<file path="config.mk">
export PLATFORM = sky130hd
export DESIGN_NAME = radix_converter
export DESIGN_NICKNAME = d
export VERILOG_FILES = /design/src/hw/rtl/rc_pkg.sv /design/src/hw/rtl/rc_ctrl.sv /design/src/hw/rtl/rc_dp.sv /design/src/hw/rtl/radix_converter.sv
export VERILOG_INCLUDE_DIRS = /design/src /design/src/hw/rtl
export SDC_FILE = /design/constraint.sdc
export NUM_CORES = 1
export LEC_CHECK = 0
export CAP_MARGIN = 15
export CORE_ASPECT_RATIO = 1.25
export CORE_MARGIN = 2
export CORE_UTILIZATION = 50
export DETAILED_ROUTE_END_ITERATION = 8
export DONT_BUFFER_PORTS = 1
export PLACE_DENSITY = 0.68
export SLEW_MARGIN = 20
export SYNTH_ARGS = -nofsm -noshare
export SYNTH_HDL_FRONTEND = slang
export SYNTH_HIERARCHICAL = 1
export SYNTH_SLANG_ARGS = --single-unit
</file>
<file path="constraint.sdc">
create_clock -name i_clk -period 16.5 [get_ports i_clk]
set_input_delay 3.3 -clock i_clk [delete_from_list [all_inputs] [get_ports i_clk]]
set_output_delay 3.3 -clock i_clk [all_outputs]
set_load 0.005 [all_outputs]
</file>
<file path="src/hw/rtl/radix_converter_defines.svh">
// assertion macros shared by the rtl
`ifndef RADIX_CONVERTER_DEFINES_SVH
`define RADIX_CONVERTER_DEFINES_SVH

`ifndef SYNTHESIS
`define RC_ASSERT_IMP(label, clk, rst_n, ante, cons) \
    label: assert property (@(posedge clk) disable iff (!rst_n) (ante) |-> (cons)) \
        else $error("radix_converter: check failed");
`define RC_ASSERT_NXT(label, clk, rst_n, ante, cons) \
    label: assert property (@(posedge clk) disable iff (!rst_n) (ante) |=> (cons)) \
        else $error("radix_converter: check failed");
`else
`define RC_ASSERT_IMP(label, clk, rst_n, ante, cons)
`define RC_ASSERT_NXT(label, clk, rst_n, ante, cons)
`endif

`endif

</file>
<file path="src/hw/rtl/rc_pkg.sv">
package rc_pkg;

    localparam int MAG_BITS  = 63;
    localparam int CHAR_W    = 8;
    localparam int BASE_W    = 5;
    localparam int DIGIT_W   = 4;
    localparam int SUM_W     = MAG_BITS + BASE_W;
    localparam int LO_W      = MAG_BITS / 2;
    localparam int HI_W      = MAG_BITS - LO_W;
    localparam int DIV_BITS  = 8;
    localparam int DIV_W     = ((MAG_BITS + DIV_BITS - 1) / DIV_BITS) * DIV_BITS;
    localparam int DIV_STEPS = DIV_W / DIV_BITS;
    localparam int STEP_W    = (DIV_STEPS > 1) ? $clog2(DIV_STEPS) : 1;
    localparam int BUF_DEPTH = 64;
    localparam int IDX_W     = $clog2(BUF_DEPTH);
    localparam int CNT_W     = IDX_W + 1;
    localparam int CFG_IDX_W = 1;

    localparam logic [CFG_IDX_W-1:0] CFG_SOURCE_BASE = 1'd0;
    localparam logic [CFG_IDX_W-1:0] CFG_TARGET_BASE = 1'd1;

    localparam logic [BASE_W-1:0] SOURCE_BASE_RST = 5'd10;
    localparam logic [BASE_W-1:0] TARGET_BASE_RST = 5'd2;
    localparam logic [BASE_W-1:0] BASE_MIN        = 5'd2;
    localparam logic [BASE_W-1:0] BASE_MAX        = 5'd16;
    localparam logic [BASE_W-1:0] DIGIT_INVALID   = 5'd16;

    localparam logic [CHAR_W-1:0] CH_MINUS = 8'h2D;
    localparam logic [CHAR_W-1:0] CH_ZERO  = 8'h30;
    localparam logic [CHAR_W-1:0] CH_NINE  = 8'h39;
    localparam logic [CHAR_W-1:0] CH_A     = 8'h41;
    localparam logic [CHAR_W-1:0] CH_F     = 8'h46;
    localparam logic [CHAR_W-1:0] CH_NONE  = 8'h00;

    typedef struct packed {
        logic load;
        logic add;
        logic div;
        logic div_store;
        logic emit_sign;
        logic rd_load;
        logic rd;
    } t_cmd;

    typedef struct packed {
        logic last;
        logic res_err;
        logic quo_zero;
        logic neg_out;
        logic idx_zero;
    } t_status;

    function automatic logic [BASE_W-1:0] clamp_base(input logic [BASE_W-1:0] b);
        logic [BASE_W-1:0] r;
        r = b;
        if (b < BASE_MIN) r = BASE_MIN;
        if (b > BASE_MAX) r = BASE_MAX;
        return r;
    endfunction

    function automatic logic [BASE_W-1:0] digit_value(input logic [CHAR_W-1:0] c);
        logic [CHAR_W-1:0] off;
        logic [BASE_W-1:0] r;
        r   = DIGIT_INVALID;
        off = '0;
        if (c >= CH_ZERO && c <= CH_NINE) begin
            off = c - CH_ZERO;
            r   = {1'b0, off[DIGIT_W-1:0]};
        end else if (c >= CH_A && c <= CH_F) begin
            off = c - CH_A;
            r   = 5'd10 + {1'b0, off[DIGIT_W-1:0]};
        end
        return r;
    endfunction

    function automatic logic [CHAR_W-1:0] digit_char(input logic [DIGIT_W-1:0] d);
        logic [CHAR_W-1:0] r;
        if (d < 4'd10) begin
            r = CH_ZERO + {4'b0, d};
        end else begin
            r = CH_A + {4'b0, d} - 8'd10;
        end
        return r;
    endfunction

endpackage

</file>
<file path="src/hw/rtl/rc_ctrl.sv">
module rc_ctrl (
    input  logic           i_clk,
    input  logic           i_rst_n,
    input  logic           i_start,
    input  rc_pkg::t_status i_stat,
    output logic           o_busy,
    output rc_pkg::t_cmd   o_cmd
);
    import rc_pkg::*;

    typedef enum logic [2:0] {
        S_IDLE,
        S_ADD,
        S_DIV,
        S_DCHK,
        S_READ
    } t_state;

    localparam logic [STEP_W-1:0] STEP_LAST = STEP_W'(DIV_STEPS - 1);

    t_state              r_state, n_state;
    logic [STEP_W-1:0]   r_step, n_step;
    logic                r_busy;

    always_comb begin
        n_state = r_state;
        n_step  = r_step;
        o_cmd   = '0;
        case (r_state)
            S_IDLE: begin
                if (i_start) begin
                    o_cmd.load = 1'b1;
                    n_state    = S_ADD;
                end
            end
            S_ADD: begin
                o_cmd.add = 1'b1;
                n_step    = '0;
                if (i_stat.last && !i_stat.res_err) begin
                    n_state = S_DIV;
                end else begin
                    n_state = S_IDLE;
                end
            end
            S_DIV: begin
                o_cmd.div       = 1'b1;
                o_cmd.div_store = (r_step == STEP_LAST);
                n_step          = r_step + 1'b1;
                if (r_step == STEP_LAST) begin
                    n_state = S_DCHK;
                end
            end
            S_DCHK: begin
                n_step = '0;
                if (i_stat.quo_zero) begin
                    o_cmd.rd_load   = 1'b1;
                    o_cmd.emit_sign = i_stat.neg_out;
                    n_state         = S_READ;
                end else begin
                    n_state = S_DIV;
                end
            end
            S_READ: begin
                o_cmd.rd = 1'b1;
                if (i_stat.idx_zero) begin
                    n_state = S_IDLE;
                end
            end
            default: begin
                n_state = S_IDLE;
            end
        endcase
    end

    always_ff @(posedge i_clk) begin
        if (!i_rst_n) begin
            r_state <= S_IDLE;
            r_step  <= '0;
            r_busy  <= 1'b0;
        end else begin
            r_state <= n_state;
            r_step  <= n_step;
            r_busy  <= (n_state != S_IDLE);
        end
    end

    assign o_busy = r_busy;

endmodule

</file>
<file path="src/hw/rtl/rc_dp.sv">
module rc_dp (
    input  logic                        i_clk,
    input  logic                        i_rst_n,
    input  rc_pkg::t_cmd                i_cmd,
    input  logic [rc_pkg::CHAR_W-1:0]   i_char_in,
    input  logic                        i_last_in,
    input  logic [rc_pkg::BASE_W-1:0]   i_source_base,
    input  logic [rc_pkg::BASE_W-1:0]   i_target_base,
    output rc_pkg::t_status             o_stat,
    output logic                        o_strobe,
    output logic [rc_pkg::CHAR_W-1:0]   o_char_out,
    output logic                        o_status,
    output logic                        o_last_out
);
    import rc_pkg::*;

    // number being assembled
    logic [MAG_BITS-1:0]       r_acc, n_acc;
    logic                      r_neg, n_neg;
    logic                      r_err, n_err;
    logic                      r_seen, n_seen;
    logic [CHAR_W-1:0]         r_char;
    logic                      r_last;
    logic [LO_W+BASE_W-1:0]    r_p_lo;
    logic [HI_W+BASE_W-1:0]    r_p_hi;

    // conversion
    logic [DIV_W-1:0]          r_quo, n_quo;
    logic [DIGIT_W-1:0]        r_rem, n_rem;
    logic [CNT_W-1:0]          r_cnt;
    logic [IDX_W-1:0]          r_idx;
    logic                      r_neg_out;
    logic [DIGIT_W-1:0]        r_mem [BUF_DEPTH];
    logic [DIGIT_W-1:0]        r_mem_q;
    logic                      r_rd_v;
    logic                      r_rd_last;

    // result register
    logic                      r_out_v;
    logic [CHAR_W-1:0]         r_out_char;
    logic                      r_out_status;
    logic                      r_out_last;

    logic [BASE_W-1:0]         src_base;
    logic [BASE_W-1:0]         tgt_base;
    logic [BASE_W-1:0]         dval;
    logic [SUM_W-1:0]          sum;
    logic                      ovf;
    logic                      first;
    logic                      res_err;
    logic                      emit_err;
    logic [DIV_BITS-1:0]       q_bits;
    logic [BASE_W-1:0]         trial;

    assign src_base = clamp_base(i_source_base);
    assign tgt_base = clamp_base(i_target_base);
    assign dval     = digit_value(r_char);
    assign first    = !r_seen && !r_neg && !r_err;
    assign sum      = {r_p_hi, {LO_W{1'b0}}} + SUM_W'(r_p_lo) + SUM_W'(dval);
    assign ovf      = |sum[SUM_W-1:MAG_BITS];

    always_comb begin
        n_acc  = r_acc;
        n_neg  = r_neg;
        n_err  = r_err;
        n_seen = r_seen;
        if (!r_err) begin
            if (first && r_char == CH_MINUS) begin
                n_neg = 1'b1;
            end else if (dval >= src_base) begin
                n_err = 1'b1;
            end else if (ovf) begin
                n_err = 1'b1;
            end else begin
                n_acc  = sum[MAG_BITS-1:0];
                n_seen = 1'b1;
            end
        end
    end

    assign res_err  = n_err || !n_seen;
    assign emit_err = i_cmd.add && r_last && res_err;

    // restoring division, one byte of the dividend per cycle while div is set
    always_comb begin
        n_rem  = r_rem;
        q_bits = '0;
        trial  = '0;
        for (int k = 0; k < DIV_BITS; k++) begin
            trial = {n_rem, r_quo[DIV_W-1-k]};
            if (trial >= tgt_base) begin
                q_bits[DIV_BITS-1-k] = 1'b1;
                n_rem = DIGIT_W'(trial - tgt_base);
            end else begin
                n_rem = trial[DIGIT_W-1:0];
            end
        end
        n_quo = DIV_W'({r_quo, q_bits});
    end

    always_ff @(posedge i_clk) begin
        if (!i_rst_n) begin
            r_acc   <= '0;
            r_neg   <= 1'b0;
            r_err   <= 1'b0;
            r_seen  <= 1'b0;
            r_rd_v  <= 1'b0;
            r_out_v <= 1'b0;
        end else begin
            if (i_cmd.add) begin
                if (r_last) begin
                    r_acc  <= '0;
                    r_neg  <= 1'b0;
                    r_err  <= 1'b0;
                    r_seen <= 1'b0;
                end else begin
                    r_acc  <= n_acc;
                    r_neg  <= n_neg;
                    r_err  <= n_err;
                    r_seen <= n_seen;
                end
            end
            r_rd_v  <= i_cmd.rd;
            r_out_v <= emit_err || i_cmd.emit_sign || r_rd_v;
        end
    end

    always_ff @(posedge i_clk) begin
        if (i_cmd.load) begin
            r_char <= i_char_in;
            r_last <= i_last_in;
            r_p_lo <= (LO_W+BASE_W)'(r_acc[LO_W-1:0]) * (LO_W+BASE_W)'(src_base);
            r_p_hi <= (HI_W+BASE_W)'(r_acc[MAG_BITS-1:LO_W]) * (HI_W+BASE_W)'(src_base);
        end
        if (i_cmd.add && r_last && !res_err) begin
            r_quo     <= DIV_W'(n_acc);
            r_rem     <= '0;
            r_cnt     <= '0;
            r_neg_out <= n_neg && (n_acc != '0);
        end
        if (i_cmd.div) begin
            r_quo <= n_quo;
            if (i_cmd.div_store) begin
                r_rem <= '0;
                r_cnt <= r_cnt + 1'b1;
            end else begin
                r_rem <= n_rem;
            end
        end
        if (i_cmd.rd_load) begin
            r_idx <= r_cnt[IDX_W-1:0] - 1'b1;
        end
        if (i_cmd.rd) begin
            r_idx     <= r_idx - 1'b1;
            r_rd_last <= (r_idx == '0);
        end
        if (emit_err) begin
            r_out_char   <= CH_NONE;
            r_out_status <= 1'b1;
            r_out_last   <= 1'b1;
        end else if (i_cmd.emit_sign) begin
            r_out_char   <= CH_MINUS;
            r_out_status <= 1'b0;
            r_out_last   <= 1'b0;
        end else if (r_rd_v) begin
            r_out_char   <= digit_char(r_mem_q);
            r_out_status <= 1'b0;
            r_out_last   <= r_rd_last;
        end
    end

    // digit buffer, least significant digit at entry zero
    always_ff @(posedge i_clk) begin
        if (i_cmd.div && i_cmd.div_store) begin
            r_mem[r_cnt[IDX_W-1:0]] <= n_rem;
        end
        if (i_cmd.rd) begin
            r_mem_q <= r_mem[r_idx];
        end
    end

    assign o_stat.last     = r_last;
    assign o_stat.res_err  = res_err;
    assign o_stat.quo_zero = (r_quo == '0);
    assign o_stat.neg_out  = r_neg_out;
    assign o_stat.idx_zero = (r_idx == '0);

    assign o_strobe   = r_out_v;
    assign o_char_out = r_out_char;
    assign o_status   = r_out_status;
    assign o_last_out = r_out_last;

endmodule

</file>
<file path="src/hw/rtl/radix_converter.sv">
// Radix converter. Characters of a signed number (optional leading '-', digits 0-9 and A-F,
// each below source_base) are fed one per request with start while busy is low; the one
// marked i_last_in ends the number. For each character the accept edge registers the two
// halves of magnitude * base, the next cycle does the add and the overflow check. On the
// last character busy stays high while the magnitude is divided by target_base, 8 dividend
// bits per cycle in S_DIV, each output digit taking the DIV_STEPS division steps and then
// an S_DCHK check; the digits then leave at one result per cycle, a '-' first for a
// negative non-zero value, the last result flagged by o_last_out. A malformed number, a
// lone '-' or a magnitude beyond 63 bits gives a single result with o_status high. Results
// are shown for one cycle with o_strobe and cannot be held off by the receiver. Base
// registers are written through the cfg port (always ready); the user must write them
// only while busy is low, as the block itself does not enforce it. A base below 2 acts as
// 2 and above 16 as 16. The digit buffer needs no clearing after reset.
`include "radix_converter_defines.svh"

module radix_converter (
    input  logic                          i_clk,
    input  logic                          i_rst_n,
    input  logic                          start,
    output logic                          busy,
    input  logic [rc_pkg::CHAR_W-1:0]     i_char_in,
    input  logic                          i_last_in,
    input  logic                          i_cfg_valid,
    output logic                          o_cfg_ready,
    input  logic [rc_pkg::CFG_IDX_W-1:0]  i_cfg_index,
    input  logic [rc_pkg::BASE_W-1:0]     i_cfg_data,
    output logic                          o_strobe,
    output logic [rc_pkg::CHAR_W-1:0]     o_char_out,
    output logic                          o_status,
    output logic                          o_last_out
);
    import rc_pkg::*;

    logic [BASE_W-1:0] r_source_base;
    logic [BASE_W-1:0] r_target_base;
    t_cmd              cmd;
    t_status           stat;

    assign o_cfg_ready = 1'b1;

    always_ff @(posedge i_clk) begin
        if (!i_rst_n) begin
            r_source_base <= SOURCE_BASE_RST;
            r_target_base <= TARGET_BASE_RST;
        end else if (i_cfg_valid) begin
            case (i_cfg_index)
                CFG_SOURCE_BASE: r_source_base <= i_cfg_data;
                CFG_TARGET_BASE: r_target_base <= i_cfg_data;
                default: begin
                end
            endcase
        end
    end

    rc_ctrl u_ctrl (
        .i_clk   (i_clk),
        .i_rst_n (i_rst_n),
        .i_start (start),
        .i_stat  (stat),
        .o_busy  (busy),
        .o_cmd   (cmd)
    );

    rc_dp u_dp (
        .i_clk         (i_clk),
        .i_rst_n       (i_rst_n),
        .i_cmd         (cmd),
        .i_char_in     (i_char_in),
        .i_last_in     (i_last_in),
        .i_source_base (r_source_base),
        .i_target_base (r_target_base),
        .o_stat        (stat),
        .o_strobe      (o_strobe),
        .o_char_out    (o_char_out),
        .o_status      (o_status),
        .o_last_out    (o_last_out)
    );

    // an error result always closes its number and leaves the block idle
    `RC_ASSERT_IMP(a_err_is_last, i_clk, i_rst_n, o_strobe && o_status, o_last_out && !busy)
    // a character that does not end its number never causes a result
    `RC_ASSERT_IMP(a_no_result_mid, i_clk, i_rst_n, $past(start && !busy && !i_last_in, 2), !o_strobe)
    // a sign is never the final result of a number
    `RC_ASSERT_IMP(a_sign_first, i_clk, i_rst_n, o_strobe && o_char_out == CH_MINUS, !o_last_out)

endmodule
</file>
==> results_dict.tcl <==
set metrics [dict create \
    die_y_um 295 \
    final_util_pct 54.2 \
    grt_pass1_wl_mm 130 \
    synth-seq-cells 518 \
    yosys.area_share.simple_pct 13.9 \
    whs_ns 0.465 \
    slew_headroom_pct 32.7 \
    crit_fanout 33 \
    wl_per_cell_um 21.0 \
    synth.cell_area_sq_um 33800 \
    total_power_mw 8.00 \
    first_global_vias 23500 \
    synth_compound_area_share_pct 9.61 \
    cp-startpoint "r_target_base[4]" \
    cts-root-buf "clkbuf_16" \
    wl_mm 80.6 \
    cts_buffers 53 \
    grt_max_degree 131 \
    synth_top_family_by_area "adder cells" \
    synth-xor-area-share_pct 3.68 \
    row_count 106 \
    final_design_area_no_fill_sq_um 36200 \
    core-area_sq_um 66800 \
    hold_buffers 0 \
    p_clk_share_pct 14.9 \
    ios 32 \
    slew_violations 0 \
    grt_setup_unrepaired "false" \
    max_stage_delay_ns 0.73 \
    path_common_cell "a21o_1" \
    path_class "register to register" \
    seqCellArea_sq_um 14600 \
    post_cts_buffers 0 \
    synth.avg_cell_area_sq_um 11.3 \
    fin_tns_setup_ns 0 \
    dpl_cell_area_sq_um 34500 \
    nets 3291 \
    worstRegToRegCells 71 \
    drc 0 \
    cts_sinks 518 \
    crit_path_end_kind "register" \
    hold_class "register to register" \
    drive_above_1_share_pct 8.83 \
    hold_viol 0 \
    vias_per_cell 5.98 \
    first_pass_iters 6 \
    overflow 0 \
    fill_cells 5644 \
    synthMuxAreaShare_pct 8.89 \
    die_w_um 236 \
    antenna_found_initial 1 \
    dp_hpwl_mm 58.2 \
    io_buffers 0 \
    intPower_mw 5.00 \
    vias 23000 \
    dr.first_iter.drc_count 1960 \
    synth.distinct_cells 91 \
    p_per_area_nw_per_um2 221 \
    cts_resized 0 \
    cts_htree_levels 2 \
    ys.flop_type "edfxtp_1" \
    r2r-start "r_target_base[4]" \
    setup_viol 0 \
    fin_crit_ns 15.54 \
    start_kind "register" \
    clock_path_buffers 3 \
    clk_pin_slew_ns 0.06 \
    status "finished clean" \
    comb_power_share_pct 39.5 \
    die_area_sq_um 69600 \
    gp_congestion 0.888 \
    synth_fa_ha_area_share_pct 16.7 \
    syn_inst 2983 \
    ir_drop_mv 1.20 \
    start_util_pct 50.5 \
    synth_edf_count 418 \
    maxCapViolCount 0 \
    synth.net_count 3340 \
    area_delta_synth_final_pct 7.33 \
    tightestPinTransition_ns 1.01 \
    clk_latency_ns 0.63 \
    p_seq_share_pct 45.6 \
    ys_seq_area_share_pct 43.1 \
    p_leak_nw 14.5 \
    async_flop_share_pct 0 \
    clock_skew_ns 0.0531 \
    diodes 0 \
    ant_nets 0 \
    tritoncts "done" \
    grt_use_total_pct 23.6 \
    whs_path_depth 2 \
    fin_crit_sh_pct 94.2 \
    p_sw_share_pct 37.5 \
    switching_power_mw 3.00 \
    worstHoldStart "r_target_base[4]" \
    worstPathArrival_ns 16.04 \
    fmax_ghz 0.0643 \
    worstPathRequired_ns 16.99 \
    multi_input_area_sq_um 17900 \
    cp_slowest_cell "mux2_2" \
    yosysWarnings 6 \
]
[final cells by class]
class | count | share of cell area (%)
Multi-Input combinational cell | 2129 | 49.4
Inverter | 206 | 2.13
Tap cell | 864 | 2.98
Clock buffer | 67 | 3.86
Clock inverter | 33 | 0.915
Sequential cell | 518 | 40.2
Timing Repair Buffer | 26 | 0.594
[worst max-delay path: cells and delay by family (launching register included)]
kind	cells	cell delay (ns)
AO/OA/AOI/OAI	37	7.89
multiplexers	7	2.76
adder cells (fa/ha/maj)	8	2.05
AND/OR/NAND/NOR	11	1.32
buffers and inverters	8	1.01
flip-flops	1	0.31
[synthesized netlist by cell type (5+ instances only)]
master      n  area (sq um)
a211oi_1   13          97.6
a21boi_1   61           458
a21o_1     50           375
a21oi_1    80           400
a31o_2      8          70.1
a31oi_1     7          43.8
and2_1    140           876
and3_1     24           150
and4_1      8          70.1
buf_1      11          41.3
buf_4       9          67.6
buf_6      14           158
clkbuf_1   94           353
dfxtp_1   100          2000
edfxtp_1  418         12600
fa_1      186          3720
ha_1      152          1900
inv_1     206           773
mux2_2     22           248
mux2i_1    86           861
mux4_2     84          1890
nand2_1   377          1420
nand2b_1   21           131
nand3_1    39           195
nand3b_1    6          45.0
nand4_1    24           150
nor2_1    152           571
nor2b_1    29           181
nor3_1     42           210
nor3b_1     7          52.6
nor4_1     47           294
o211ai_1    7          52.6
o21a_1     14           105
o21ai_0   191           956
o21bai_1   11          82.6
o31ai_1     5          37.5
or2_2      11          68.8
xnor2_1    89           780
xor2_1     53           464
[layout by cell type, fill, tap and decap left out, drive strengths merged, types with 13 or more instances in the layout]
cell    netlist  final
a211oi       13     13
a21boi       63     63
a21o         50     50
a21oi        82     82
and2        141    141
and3         24     24
buf          35     26
clkbuf       95     67
clkinv        0     20
dfxtp       100    100
edfxtp      418    418
fa          186    186
ha          152    152
inv         206    209
mux2         22     22
mux2i        86     86
mux4         84     84
nand2       378    378
nand2b       21     21
nand3        40     40
nand4        26     26
nor2        152    152
nor2b        30     30
nor3         45     45
nor4         48     48
o21a         14     14
o21ai       193    193
xnor2        89     89
xor2         53     53
[per-stage QoR]
step	setup WS, ns	instances
3_5_place_dp	0.956	3743
6_report	0.956	3843
5_1_grt	0.00929	3843
4_1_cts	0.909	3843
2_1_floorplan	0.570	2983
3_3_place_gp	1.30	3743
[registers in the layout (all words and copies together), names as in the netlist, 3 cells and up]
signal           cells
u_dp/r_mem         256
u_dp/r_quo          64
u_dp/r_acc          63
u_dp/r_p_hi         37
u_dp/r_p_lo         36
u_dp/r_char          8
u_dp/o_char_out      7
u_dp/r_cnt           6
u_dp/r_idx           6
r_source_base        5
r_target_base        5
u_dp/r_mem_q         4
u_dp/r_rem           4
u_ctrl/r_state       3
u_ctrl/r_step        3
[layer usage]
layer	track usage (%)	share of wire, %	up-vias
met5	0	0	-
met4	6.56	2.5	0
met3	2.81	5.3	128
met2	41.1	50	669
met1	31.3	42	11700
li1	-	-	10500
[power groups by stage]
stage / Clock (mW) / Sequential (mW) / Combinational, mW
floorplan: 0 / 3.25 / 1.50
global placement: 0 / 3.67 / 2.89
detailed placement: 0 / 3.67 / 3.20
CTS: 1.22 / 3.65 / 3.20
global route: 1.26 / 3.66 / 3.53
finish: 1.19 / 3.65 / 3.16
[logic make-up (layout without fill, tap and decap cells)]
kind of cell,after synthesis,count (layout)
muxes,192,192
adders and majority gates,338,338
buffers and inverters,336,332
xor gates and xnor gates,142,142
and+or+nand+nor,953,953
other,2,2
AOI/OAI and AO/OA,502,502
DFF,518,518
[worst paths after layout]
path,endpoint,slack [ns]
worst max-delay path,u_dp/r_rem[1],0.96
worst min-delay path,r_target_base[4],0.46
worst max register to register,u_dp/r_rem[1],0.96
worst min register to register,r_target_base[4],0.46
No activity file was read; power rests on OpenSTA's default activity.
